<file path="src/rtl/hpid_pkg.sv">
// ----------------------------------------------------------------------------
// hpid_pkg
// Shared types and constants for the heater PID / time-proportioning core.
// ----------------------------------------------------------------------------
package hpid_pkg;

    // field widths
    localparam int TEMP_W     = 16;
    localparam int ERR_W      = 17;
    localparam int DIFF_W     = 18;
    localparam int INT_W      = 13;
    localparam int GAIN_W     = 16;
    localparam int TICK_W     = 32;
    localparam int DRIVE_W    = 11;
    localparam int ONMS_W     = 11;
    localparam int CFG_ADDR_W = 3;
    localparam int CFG_DATA_W = 16;

    // product and sum widths (gain is zero-extended to signed)
    localparam int PP_W  = GAIN_W + 1 + ERR_W;
    localparam int PI_W  = GAIN_W + 1 + INT_W;
    localparam int PD_W  = GAIN_W + 1 + DIFF_W;
    localparam int SUM_W = 37;
    localparam int DRIVE_SHIFT = 9;

    // control constants
    localparam logic signed [ERR_W-1:0]   FF_LIMIT   = 17'sd320;
    localparam logic signed [ERR_W-1:0]   BAND_POS   = 17'sd160;
    localparam logic signed [ERR_W-1:0]   BAND_NEG   = -17'sd160;
    localparam logic signed [INT_W:0]     INT_POS    = 14'sd3200;
    localparam logic signed [INT_W:0]     INT_NEG    = -14'sd3200;
    localparam logic signed [SUM_W-1:0]   FULL_NUM   = 37'sd819200;
    localparam logic [DRIVE_W-1:0]        FULL_DRIVE = 11'd1600;
    localparam logic [DRIVE_W-1:0]        NEAR_FULL  = 11'd1584;
    localparam logic [DRIVE_W-1:0]        NEAR_ZERO  = 11'd16;
    localparam logic [TICK_W-1:0]         CYCLE_MS   = 32'd2000;

    // configuration register indexes
    localparam logic [CFG_ADDR_W-1:0] CFG_SETPOINT = 3'd0;
    localparam logic [CFG_ADDR_W-1:0] CFG_ENABLE   = 3'd1;
    localparam logic [CFG_ADDR_W-1:0] CFG_GAIN_P   = 3'd2;
    localparam logic [CFG_ADDR_W-1:0] CFG_GAIN_I   = 3'd3;
    localparam logic [CFG_ADDR_W-1:0] CFG_GAIN_D   = 3'd4;

    // reset values
    localparam logic [TEMP_W-1:0] RST_SETPOINT = 16'd2880;
    localparam logic [GAIN_W-1:0] RST_GAIN_P   = 16'd1024;
    localparam logic [GAIN_W-1:0] RST_GAIN_I   = 16'd20;
    localparam logic [GAIN_W-1:0] RST_GAIN_D   = 16'd77;

    typedef enum logic [1:0] {
        PH_IDLE = 2'd0,
        PH_ON   = 2'd1,
        PH_OFF  = 2'd2
    } t_phase;

    typedef struct packed {
        logic [TEMP_W-1:0] temp;
        logic              ok;
        logic              aux_ok;
        logic [TICK_W-1:0] tick;
    } t_item;

    typedef struct packed {
        logic              active;
        logic              ff;
        logic [ERR_W-1:0]  e;
        logic [INT_W-1:0]  integ;
        logic [DIFF_W-1:0] diff;
        logic              ok;
        logic              aux_ok;
        logic [TEMP_W-1:0] held_temp;
        logic [TICK_W-1:0] tick;
    } t_err;

    typedef struct packed {
        logic               active;
        logic [DRIVE_W-1:0] drive;
        logic               ok;
        logic               aux_ok;
        logic [TEMP_W-1:0]  held_temp;
        logic [TICK_W-1:0]  tick;
    } t_drv;

    typedef struct packed {
        logic               heater_on;
        logic               sensor_fault;
        logic [DRIVE_W-1:0] drive_level;
        logic [TEMP_W-1:0]  latest_temp;
    } t_res;

endpackage

</file>
<file path="src/rtl/hpid_err.sv">
// ----------------------------------------------------------------------------
// hpid_err
// Error stage: held temperature, error, windup-limited integral, derivative.
// ----------------------------------------------------------------------------
module hpid_err (
    input  logic                            i_clk,
    input  logic                            i_rst_n,
    input  logic                            i_en,
    input  logic                            i_load,
    input  hpid_pkg::t_item                 i_item,
    input  logic [hpid_pkg::TEMP_W-1:0]     i_setpoint,
    input  logic                            i_enable,
    output hpid_pkg::t_err                  o_err
);
    import hpid_pkg::*;

    logic [TEMP_W-1:0]        r_held_temp;
    logic signed [INT_W-1:0]  r_integ;
    logic signed [ERR_W-1:0]  r_prev;
    t_err                     r_out;

    logic [TEMP_W-1:0]        w_temp;
    logic signed [ERR_W-1:0]  w_e;
    logic                     w_active;
    logic                     w_ff;
    logic                     w_in_band;
    logic signed [INT_W:0]    w_sum;
    logic signed [INT_W:0]    w_clamp;
    logic signed [INT_W-1:0]  w_integ;
    logic signed [DIFF_W-1:0] w_diff;

    assign w_temp    = i_item.ok ? i_item.temp : r_held_temp;
    assign w_e       = $signed({i_setpoint[TEMP_W-1], i_setpoint})
                     - $signed({w_temp[TEMP_W-1], w_temp});
    assign w_active  = i_enable & i_item.ok;
    assign w_ff      = (w_e > FF_LIMIT);
    assign w_in_band = (w_e < BAND_POS) && (w_e > BAND_NEG);
    // inside the band |e| < 160, so the low bits carry it exactly
    assign w_sum     = $signed({r_integ[INT_W-1], r_integ})
                     + (w_in_band ? $signed(w_e[INT_W:0]) : '0);

    always_comb begin
        if (w_sum > INT_POS) begin
            w_clamp = INT_POS;
        end else if (w_sum < INT_NEG) begin
            w_clamp = INT_NEG;
        end else begin
            w_clamp = w_sum;
        end
    end

    assign w_integ = w_ff ? '0 : w_clamp[INT_W-1:0];
    assign w_diff  = $signed({w_e[ERR_W-1], w_e}) - $signed({r_prev[ERR_W-1], r_prev});

    always_ff @(posedge i_clk) begin
        if (!i_rst_n) begin
            r_held_temp <= '0;
            r_integ     <= '0;
            r_prev      <= '0;
        end else if (i_load) begin
            if (i_item.ok) begin
                r_held_temp <= i_item.temp;
            end
            if (w_active) begin
                r_integ <= w_integ;
                r_prev  <= w_e;
            end
        end
    end

    always_ff @(posedge i_clk) begin
        if (i_en) begin
            r_out.active    <= w_active;
            r_out.ff        <= w_ff;
            r_out.e         <= w_e;
            r_out.integ     <= w_integ;
            r_out.diff      <= w_diff;
            r_out.ok        <= i_item.ok;
            r_out.aux_ok    <= i_item.aux_ok;
            r_out.held_temp <= w_temp;
            r_out.tick      <= i_item.tick;
        end
    end

    assign o_err = r_out;

endmodule

</file>
<file path="src/rtl/hpid_drive.sv">
// ----------------------------------------------------------------------------
// hpid_drive
// Two stages: gain products, then numerator sum, scale and clamp to 0..1600.
// ----------------------------------------------------------------------------
module hpid_drive (
    input  logic                            i_clk,
    input  logic                            i_en,
    input  hpid_pkg::t_err                  i_err,
    input  logic [hpid_pkg::GAIN_W-1:0]     i_gain_p,
    input  logic [hpid_pkg::GAIN_W-1:0]     i_gain_i,
    input  logic [hpid_pkg::GAIN_W-1:0]     i_gain_d,
    output hpid_pkg::t_drv                  o_drv
);
    import hpid_pkg::*;

    logic signed [PP_W-1:0]  w_pp;
    logic signed [PI_W-1:0]  w_pi;
    logic signed [PD_W-1:0]  w_pd;
    logic signed [PP_W-1:0]  r_pp;
    logic signed [PI_W-1:0]  r_pi;
    logic signed [PD_W-1:0]  r_pd;
    t_err                    r_c;
    logic signed [SUM_W-1:0] w_n;
    logic [DRIVE_W-1:0]      w_drive;
    t_drv                    r_d;

    assign w_pp = $signed({1'b0, i_gain_p}) * $signed(i_err.e);
    assign w_pi = $signed({1'b0, i_gain_i}) * $signed(i_err.integ);
    assign w_pd = $signed({1'b0, i_gain_d}) * $signed(i_err.diff);

    always_ff @(posedge i_clk) begin
        if (i_en) begin
            r_pp <= w_pp;
            r_pi <= w_pi;
            r_pd <= w_pd;
            r_c  <= i_err;
        end
    end

    // n = 2*Kp*e + Ki*I + 2*Kd*de
    assign w_n = $signed({{(SUM_W-PP_W-1){r_pp[PP_W-1]}}, r_pp, 1'b0})
               + $signed({{(SUM_W-PI_W){r_pi[PI_W-1]}}, r_pi})
               + $signed({{(SUM_W-PD_W-1){r_pd[PD_W-1]}}, r_pd, 1'b0});

    always_comb begin
        if (r_c.ff) begin
            w_drive = FULL_DRIVE;
        end else if (w_n <= 0) begin
            w_drive = '0;
        end else if (w_n >= FULL_NUM) begin
            w_drive = FULL_DRIVE;
        end else begin
            w_drive = w_n[DRIVE_SHIFT+DRIVE_W-1:DRIVE_SHIFT];
        end
    end

    always_ff @(posedge i_clk) begin
        if (i_en) begin
            r_d.active    <= r_c.active;
            r_d.drive     <= w_drive;
            r_d.ok        <= r_c.ok;
            r_d.aux_ok    <= r_c.aux_ok;
            r_d.held_temp <= r_c.held_temp;
            r_d.tick      <= r_c.tick;
        end
    end

    assign o_drv = r_d;

endmodule

</file>
<file path="src/rtl/hpid_cycle.sv">
// ----------------------------------------------------------------------------
// hpid_cycle
// Time-proportioning window (2000 ms) and result register.
// ----------------------------------------------------------------------------
module hpid_cycle (
    input  logic           i_clk,
    input  logic           i_rst_n,
    input  logic           i_en,
    input  logic           i_load,
    input  hpid_pkg::t_drv i_drv,
    output hpid_pkg::t_res o_res
);
    import hpid_pkg::*;

    t_phase               r_phase;
    t_phase               n_phase;
    logic [TICK_W-1:0]    r_start;
    logic [TICK_W-1:0]    n_start;
    logic [DRIVE_W-1:0]   r_drive;
    logic [DRIVE_W-1:0]   n_drive;
    logic                 w_heat;
    logic [DRIVE_W+1:0]   w_on5;
    logic [ONMS_W-1:0]    w_on_ms;
    logic [TICK_W-1:0]    w_elapsed;
    t_res                 r_res;

    // on time = drive * 5 / 4 ms
    assign w_on5     = {2'b00, i_drv.drive} + {i_drv.drive, 2'b00};
    assign w_on_ms   = w_on5[DRIVE_W+1:2];
    assign w_elapsed = i_drv.tick - r_start;

    always_comb begin
        n_phase = r_phase;
        n_start = r_start;
        n_drive = r_drive;
        w_heat  = 1'b0;
        if (!i_drv.active) begin
            n_phase = PH_IDLE;
        end else begin
            n_drive = i_drv.drive;
            if (i_drv.drive >= NEAR_FULL) begin
                w_heat  = 1'b1;
                n_phase = PH_IDLE;
            end else if (i_drv.drive <= NEAR_ZERO) begin
                n_phase = PH_IDLE;
            end else begin
                unique case (r_phase)
                    PH_IDLE: begin
                        n_phase = PH_ON;
                        n_start = i_drv.tick;
                        w_heat  = 1'b1;
                    end
                    PH_ON: begin
                        if (w_elapsed >= {{(TICK_W-ONMS_W){1'b0}}, w_on_ms}) begin
                            n_phase = PH_OFF;
                        end else begin
                            w_heat = 1'b1;
                        end
                        if (w_elapsed >= CYCLE_MS) begin
                            n_phase = PH_IDLE;
                        end
                    end
                    default: begin
                        if (w_elapsed >= CYCLE_MS) begin
                            n_phase = PH_IDLE;
                        end
                    end
                endcase
            end
        end
    end

    always_ff @(posedge i_clk) begin
        if (!i_rst_n) begin
            r_phase <= PH_IDLE;
            r_start <= '0;
            r_drive <= '0;
        end else if (i_load) begin
            r_phase <= n_phase;
            r_start <= n_start;
            r_drive <= n_drive;
        end
    end

    always_ff @(posedge i_clk) begin
        if (i_en) begin
            r_res.heater_on    <= w_heat;
            r_res.sensor_fault <= ~(i_drv.ok & i_drv.aux_ok);
            r_res.drive_level  <= n_drive;
            r_res.latest_temp  <= i_drv.held_temp;
        end
    end

    assign o_res = r_res;

endmodule

</file>
<file path="src/rtl/heater_pid_time_proportioning_core.sv">
// ----------------------------------------------------------------------------
// heater_pid_time_proportioning_core
// PID temperature loop with a 2000 ms time-proportioned heater output.
// ----------------------------------------------------------------------------
//
//  channel   | direction | handshake                  | carries
//  ----------+-----------+----------------------------+---------------------------
//  s_axis    | in        | i_s_axis_tvalid/o_..tready | one control tick item
//  m_axis    | out       | o_m_axis_tvalid/i_..tready | one result item per tick
//  cfg       | in        | i_cfg_valid/o_cfg_ready    | register index + data
//
//  One item per cycle while results are taken; each passes through five
//  registers: input, error/integral, product, sum/clamp, cycle/result.
//  The loop state (integral, previous error, window phase) lives inside the
//  stage that uses it, so consecutive items never wait on each other.
//  Synchronous active-low reset clears pipeline and loop state and presets the config registers.
//  A stalled result freezes the whole pipeline; s_axis ready drops only then.
//  Config is always ready and must only be written while the core is empty.
//
module heater_pid_time_proportioning_core (
    input  logic                                i_clk,
    input  logic                                i_rst_n,
    // tick in
    input  logic                                i_s_axis_tvalid,
    output logic                                o_s_axis_tready,
    input  logic [47:0]                         i_s_axis_tdata,  // [15:0] sensor_temp, [47:16] tick_ms
    input  logic [1:0]                          i_s_axis_tuser,  // [0] sensor_ok, [1] aux_sensor_ok
    // result out
    output logic                                o_m_axis_tvalid,
    input  logic                                i_m_axis_tready,
    output logic [31:0]                         o_m_axis_tdata,  // [10:0] drive_level,
                                                                 // [26:11] latest_temp, [31:27] zero
    output logic [1:0]                          o_m_axis_tuser,  // [0] heater_on, [1] sensor_fault
    // configuration write
    input  logic                                i_cfg_valid,
    output logic                                o_cfg_ready,
    input  logic [hpid_pkg::CFG_ADDR_W-1:0]     i_cfg_addr,
    input  logic [hpid_pkg::CFG_DATA_W-1:0]     i_cfg_data
);
    import hpid_pkg::*;

    // configuration registers
    logic [TEMP_W-1:0] r_setpoint;
    logic              r_enable;
    logic [GAIN_W-1:0] r_gain_p;
    logic [GAIN_W-1:0] r_gain_i;
    logic [GAIN_W-1:0] r_gain_d;

    // pipeline
    t_item r_a;
    logic  r_v_a;
    logic  r_v_b;
    logic  r_v_c;
    logic  r_v_d;
    logic  r_v_e;
    logic  w_adv;
    t_err  w_err;
    t_drv  w_drv;
    t_res  w_res;

    assign o_cfg_ready = 1'b1;

    always_ff @(posedge i_clk) begin
        if (!i_rst_n) begin
            r_setpoint <= RST_SETPOINT;
            r_enable   <= 1'b0;
            r_gain_p   <= RST_GAIN_P;
            r_gain_i   <= RST_GAIN_I;
            r_gain_d   <= RST_GAIN_D;
        end else if (i_cfg_valid) begin
            unique case (i_cfg_addr)
                CFG_SETPOINT: r_setpoint <= i_cfg_data;
                CFG_ENABLE:   r_enable   <= i_cfg_data[0];
                CFG_GAIN_P:   r_gain_p   <= i_cfg_data;
                CFG_GAIN_I:   r_gain_i   <= i_cfg_data;
                CFG_GAIN_D:   r_gain_d   <= i_cfg_data;
                default: ;    // unmapped index, ignored
            endcase
        end
    end

    // whole pipeline moves unless a finished result is held up
    assign w_adv           = ~r_v_e | i_m_axis_tready;
    assign o_s_axis_tready = w_adv;

    always_ff @(posedge i_clk) begin
        if (!i_rst_n) begin
            r_v_a <= 1'b0;
            r_v_b <= 1'b0;
            r_v_c <= 1'b0;
            r_v_d <= 1'b0;
            r_v_e <= 1'b0;
        end else if (w_adv) begin
            r_v_a <= i_s_axis_tvalid;
            r_v_b <= r_v_a;
            r_v_c <= r_v_b;
            r_v_d <= r_v_c;
            r_v_e <= r_v_d;
        end
    end

    // input register
    always_ff @(posedge i_clk) begin
        if (w_adv) begin
            r_a.temp   <= i_s_axis_tdata[15:0];
            r_a.tick   <= i_s_axis_tdata[47:16];
            r_a.ok     <= i_s_axis_tuser[0];
            r_a.aux_ok <= i_s_axis_tuser[1];
        end
    end

    hpid_err u_err (
        .i_clk      (i_clk),
        .i_rst_n    (i_rst_n),
        .i_en       (w_adv),
        .i_load     (w_adv & r_v_a),
        .i_item     (r_a),
        .i_setpoint (r_setpoint),
        .i_enable   (r_enable),
        .o_err      (w_err)
    );

    hpid_drive u_drive (
        .i_clk    (i_clk),
        .i_en     (w_adv),
        .i_err    (w_err),
        .i_gain_p (r_gain_p),
        .i_gain_i (r_gain_i),
        .i_gain_d (r_gain_d),
        .o_drv    (w_drv)
    );

    hpid_cycle u_cycle (
        .i_clk   (i_clk),
        .i_rst_n (i_rst_n),
        .i_en    (w_adv),
        .i_load  (w_adv & r_v_d),
        .i_drv   (w_drv),
        .o_res   (w_res)
    );

    assign o_m_axis_tvalid = r_v_e;
    assign o_m_axis_tdata  = {5'b00000, w_res.latest_temp, w_res.drive_level};
    assign o_m_axis_tuser  = {w_res.sensor_fault, w_res.heater_on};

    // drive never leaves 0..100 %
    a_drive_range: assert property (@(posedge i_clk) disable iff (!i_rst_n)
        o_m_axis_tvalid |-> (o_m_axis_tdata[10:0] <= FULL_DRIVE))
        else $error("drive_level above full scale");

    // heater only runs with control enabled
    a_heat_enabled: assert property (@(posedge i_clk) disable iff (!i_rst_n)
        (o_m_axis_tvalid && o_m_axis_tuser[0]) |-> (r_enable && !(o_m_axis_tuser[1] &&
            !r_enable)))
        else $error("heater on while control disabled");

    // a result only appears after the sum/clamp stage held an item
    a_result_source: assert property (@(posedge i_clk) disable iff (!i_rst_n)
        $rose(o_m_axis_tvalid) |-> $past(r_v_d))
        else $error("result appeared without an item behind it");

endmodule

</file>
<file path="config.mk">
export PLATFORM = sky130hd
export DESIGN_NAME = heater_pid_time_proportioning_core
export DESIGN_NICKNAME = d
export VERILOG_FILES = /design/src/rtl/hpid_pkg.sv /design/src/rtl/hpid_err.sv /design/src/rtl/hpid_drive.sv /design/src/rtl/hpid_cycle.sv /design/src/rtl/heater_pid_time_proportioning_core.sv
export SDC_FILE = /design/constraint.sdc
export NUM_CORES = 2
export LEC_CHECK = 0
export ABC_CLOCK_PERIOD_IN_PS = 12700
export BUFFER_PORTS_ARGS = -buffer_cell sky130_fd_sc_hd__clkbuf_2
export CAP_MARGIN = 20
export CORE_MARGIN = 2
export CORE_UTILIZATION = 50
export DETAILED_ROUTE_END_ITERATION = 10
export PLACE_DENSITY = 0.68
export SETUP_SLACK_MARGIN = 0.15
export SLEW_MARGIN = 0
export SYNTH_ARGS = -nofsm -noshare
export SYNTH_HDL_FRONTEND = slang
export SYNTH_SLANG_ARGS = --single-unit
export TNS_END_PERCENT = 30
</file>
<file path="constraint.sdc">
create_clock -name i_clk -period 12.7 [get_ports i_clk]
set_input_delay 2.54 -clock i_clk [delete_from_list [all_inputs] [get_ports i_clk]]
set_output_delay 2.54 -clock i_clk [all_outputs]
set_load 0.005 [all_outputs]
</file>
==> metrics.txt <==
antenna fix cells=0; clock slew at reported path FFs=around 0.06 ns; CP endpoint kind=flip-flop; kind of critical path=flip-flop to flip-flop; Setup TNS=0 ns; Post-synth EDFFs=approximately 390; asr flop ratio synth=0%; share of cells above drive strength 1=around 5.6%; Die Ht=around 330 um; mapped cell area=approximately 0.052 mm2; Tot GR Track Use=between 20% and 30%; yosys warns=0; register area share after synthesis=28.6%; reg2reg start=r_gain_d[7]; Setup crit end=u_drive.r_pd[33]; cell taking the most area after synthesis=fa_1; reg2reg path depth=21; Peak Freq=approximately 130 MHz; CTS Buf Count=61; RSZ-0062 raised after global routing=false; Final Cycle Share=between 60 and 70%; Core ar.=0.104 mm2; Worst Clk Skew=0.0351 ns; top-level port count=roughly 110; Synth Flop Type=edfxtp_1; synth top area cells=fa_1 27%, edfxtp_1 22%, ha_1 11%; initial antenna violation count=6; Critical Path AT=8.23 ns; vias in the first global route=36687; setup violators final=0; CP most frequent cell=fa_1; Post-DRT Antenna Nets=0; clk root buf=clkbuf_16; MaxCap Viol Count=0; final hold vios=0; Post-Synthesis Cells=5232; Fill cells=approximately 9100; Slew @ Worst Pin=between 1 and 1.5 ns; Hold Crit Class=flip-flop to flip-flop; first-pass GRT wire length=about 200000 um; R2R Path End=u_drive.r_pd[33]; reg-to-reg slack, setup=~4.8 ns; Sw Share=between 40% and 50%; Pleak=around 0.026 uW; clock period minus worst slack=7.89 ns; post-CTS sizing=0; status=complete, no violations; Clk Latency, worst-skew pair=approximately 0.68 ns; CTS tree=done; via count=between 30000 and 40000; Critical-path top delay cell=dfxtp_1; Die Area=0.108 mm2; Worst VDD drop=approximately 420 uV; Cell Chain, Critical Path=nand2_1, fa_1, inv_1, fa_1, inv_1, fa_1, fa_1, inv_1, fa_1, fa_1, ha_1, a21o_1, a211oi_1, o21ai_0, nand4_1, o21ai_0, a21o_1, a41o_1, nor4_1, nor2_1, o311ai_0; syn_area_per_cell=10.0 um2; Clk pwr share=13.3%; Area growth syn-to-layout=7.31%; maximum buffer depth of the clock tree=3; DR pass1 iterations=6; P_sw=6350 uW; IO buf count=104; sequential share of power=a little over a fifth; Setup crit start=r_gain_d[7]; fin. max-slew vios=0; Required @ worst endpoint=13.04 ns; hold bufs inserted after CTS=0; grt total ovfl=0; largest net degree at the start of global routing=186; H-tree depth=2; DR vias/cell=approximately 5.4; Initial Util=about half; Die Wd=between 300 and 400 um; Post-Route WL=between 100000 and 150000 um; fin nets=6457; Placer Congestion=about 0.9; FF+latch count, synth=approximately 550; CP Launch Type=flip-flop; CP max FO=19; postcts setup bufs=0; hold path depth=0; Power Dens Cells=around 240 mW/mm2; library cells used by synthesis=93; critical path's largest stage delay=0.90 ns; Util after Layout=a little over half; Cell Int Power=between 7000 and 8000 uW; Logic pwr share=around 66%; Yosys top cell area share=26.6%; DP HPWL=just under 100000 um; drt initial violations=between 2000 and 2500; Slew HR=between 20% and 30%; clock sink total=roughly 550; # DRC=0; row count=118; drt wl/cell=18.8 um
-- cell usage after synthesis, types with 7 or more instances --
library cell,instances
inv_1,859
nand2_1,759
fa_1,697
ha_1,444
edfxtp_1,392
and2_1,332
a21oi_1,265
nor2_1,173
clkbuf_1,171
dfxtp_1,161
xnor2_1,121
o21ai_0,93
a21o_1,74
nand3_1,58
nand2b_1,54
xor2_1,51
nor3_1,48
a211oi_1,42
o21a_1,40
and3_1,27
mux2i_1,26
nor2b_1,26
o21bai_1,25
a31oi_1,20
nand4_1,17
mux2_2,14
o211ai_1,14
nor4_1,12
and4_1,10
buf_1,10
nor3b_1,9
o41ai_1,9
or3_1,9
a41oi_1,8
or2_2,8
a2111oi_0,7
a31o_2,7
o22ai_1,7
o31a_1,7
o31ai_1,7
-- how the worst min path moves through the flow --
stage,from,to
after global placement,u_err.o_err[49],u_drive.r_c[49]
after detailed placement,u_drive.o_drv[41],u_cycle.o_res[9]
final,u_drive.r_c[16],u_drive.o_drv[16]
after floorplan,u_drive.o_drv[32],u_cycle.o_res[0]
after CTS,u_drive.r_c[10],u_drive.o_drv[10]
after global routing,u_drive.r_c[10],u_drive.o_drv[10]
-- routing by layer --
| layer | up-vias | global-route usage [%] | wire length [um] |
|---|---|---|---|
| li1 | 16898 | - | - |
| met1 | 18101 | 32.0 | 53700 |
| met2 | 972 | 39.8 | 60400 |
| met3 | 188 | 3.51 | 7720 |
| met4 | 4 | 6.55 | 3420 |
| met5 | - | 0 | 34 |
-- cell type report --
cell class              instances  area, um2  area share (%)
well taps                    1380       1730            3.07
clock inverters                35        337           0.598
flip-flops and latches        553      15000            26.6
clock buffers                  81       1720            3.06
repair buffers                134        796            1.41
inverters                     863       3250            5.76
multi-input cells            3629      33500            59.5
-- through the flow --
| step | hold slack (ns) | power [uW] | std cells | worst slack [ns] | cell area, um2 |
|---|---|---|---|---|---|
| after floorplan | 0.400 | 9470 | 5236 | 2.63 | 52500 |
| after global placement | 0.400 | 11600 | 6557 | 4.97 | 54200 |
| after detailed placement | 0.405 | 11700 | 6558 | 4.80 | 54200 |
| after CTS | 0.414 | 13600 | 6674 | 4.75 | 56300 |
| after global routing | 0.418 | 14900 | 6675 | 4.21 | 56300 |
| final | 0.416 | 13600 | 6675 | 4.81 | 56300 |
-- placed cells by master (no fill, tap or decap), types with 51 or more instances in the layout --
cell | netlist | layout
ha_1 | 444 | 444
o21ai_0 | 93 | 93
fa_1 | 697 | 697
clkbuf_2 | 1 | 104
xor2_1 | 51 | 51
inv_1 | 859 | 857
nand2b_1 | 54 | 54
xnor2_1 | 121 | 121
edfxtp_1 | 392 | 392
and2_1 | 332 | 332
a21o_1 | 74 | 74
dfxtp_1 | 161 | 161
clkbuf_16 | 0 | 63
a21oi_1 | 265 | 265
nand2_1 | 759 | 759
nand3_1 | 58 | 58
nor2_1 | 173 | 173
-- cell families after synthesis --
kind of cell | share of synthesized area, %
AOI/OAI and AO/OA | 8.71
xor gates and xnor gates | 2.95
adders and majority gates | 37.3
and+or+nand+nor | 14.0
other | 0.0143
muxes | 0.796
DFF | 28.6
buffers and inverters | 7.64
-- sequential cells by signal, summed over array words and instances, names as in the netlist, 11 cells and up --
signal,count
u_cycle.o_res,29
u_drive.o_drv,62
u_err.r_held_temp,16
u_drive.r_pi,30
u_err.o_err,100
u_drive.r_pd,35
r_setpoint,16
u_drive.r_c,52
r_gain_d,16
u_err.r_prev,17
u_cycle.r_drive,11
r_gain_i,16
u_drive.r_pp,34
u_err.r_integ,13
r_a,50
r_gain_p,16
u_cycle.r_start,32
-- power groups by stage --
stage	clock, uW	combinational (uW)	sequential [uW]
after global placement	0	8670	2910
after floorplan	0	6810	2660
final	1810	8910	2870
after detailed placement	0	8830	2910
after CTS	1850	8900	2870
after global routing	1920	10100	2900
-- worst max-delay path, delay by kind of cell (launching register included) --
kind,cells,cell delay (ns)
buf+inv,3,0.16
flops,1,0.90
fa+ha+maj,7,3.44
simple gates,4,0.77
compound gates,7,2.24
(Power assumes the default switching activity.)
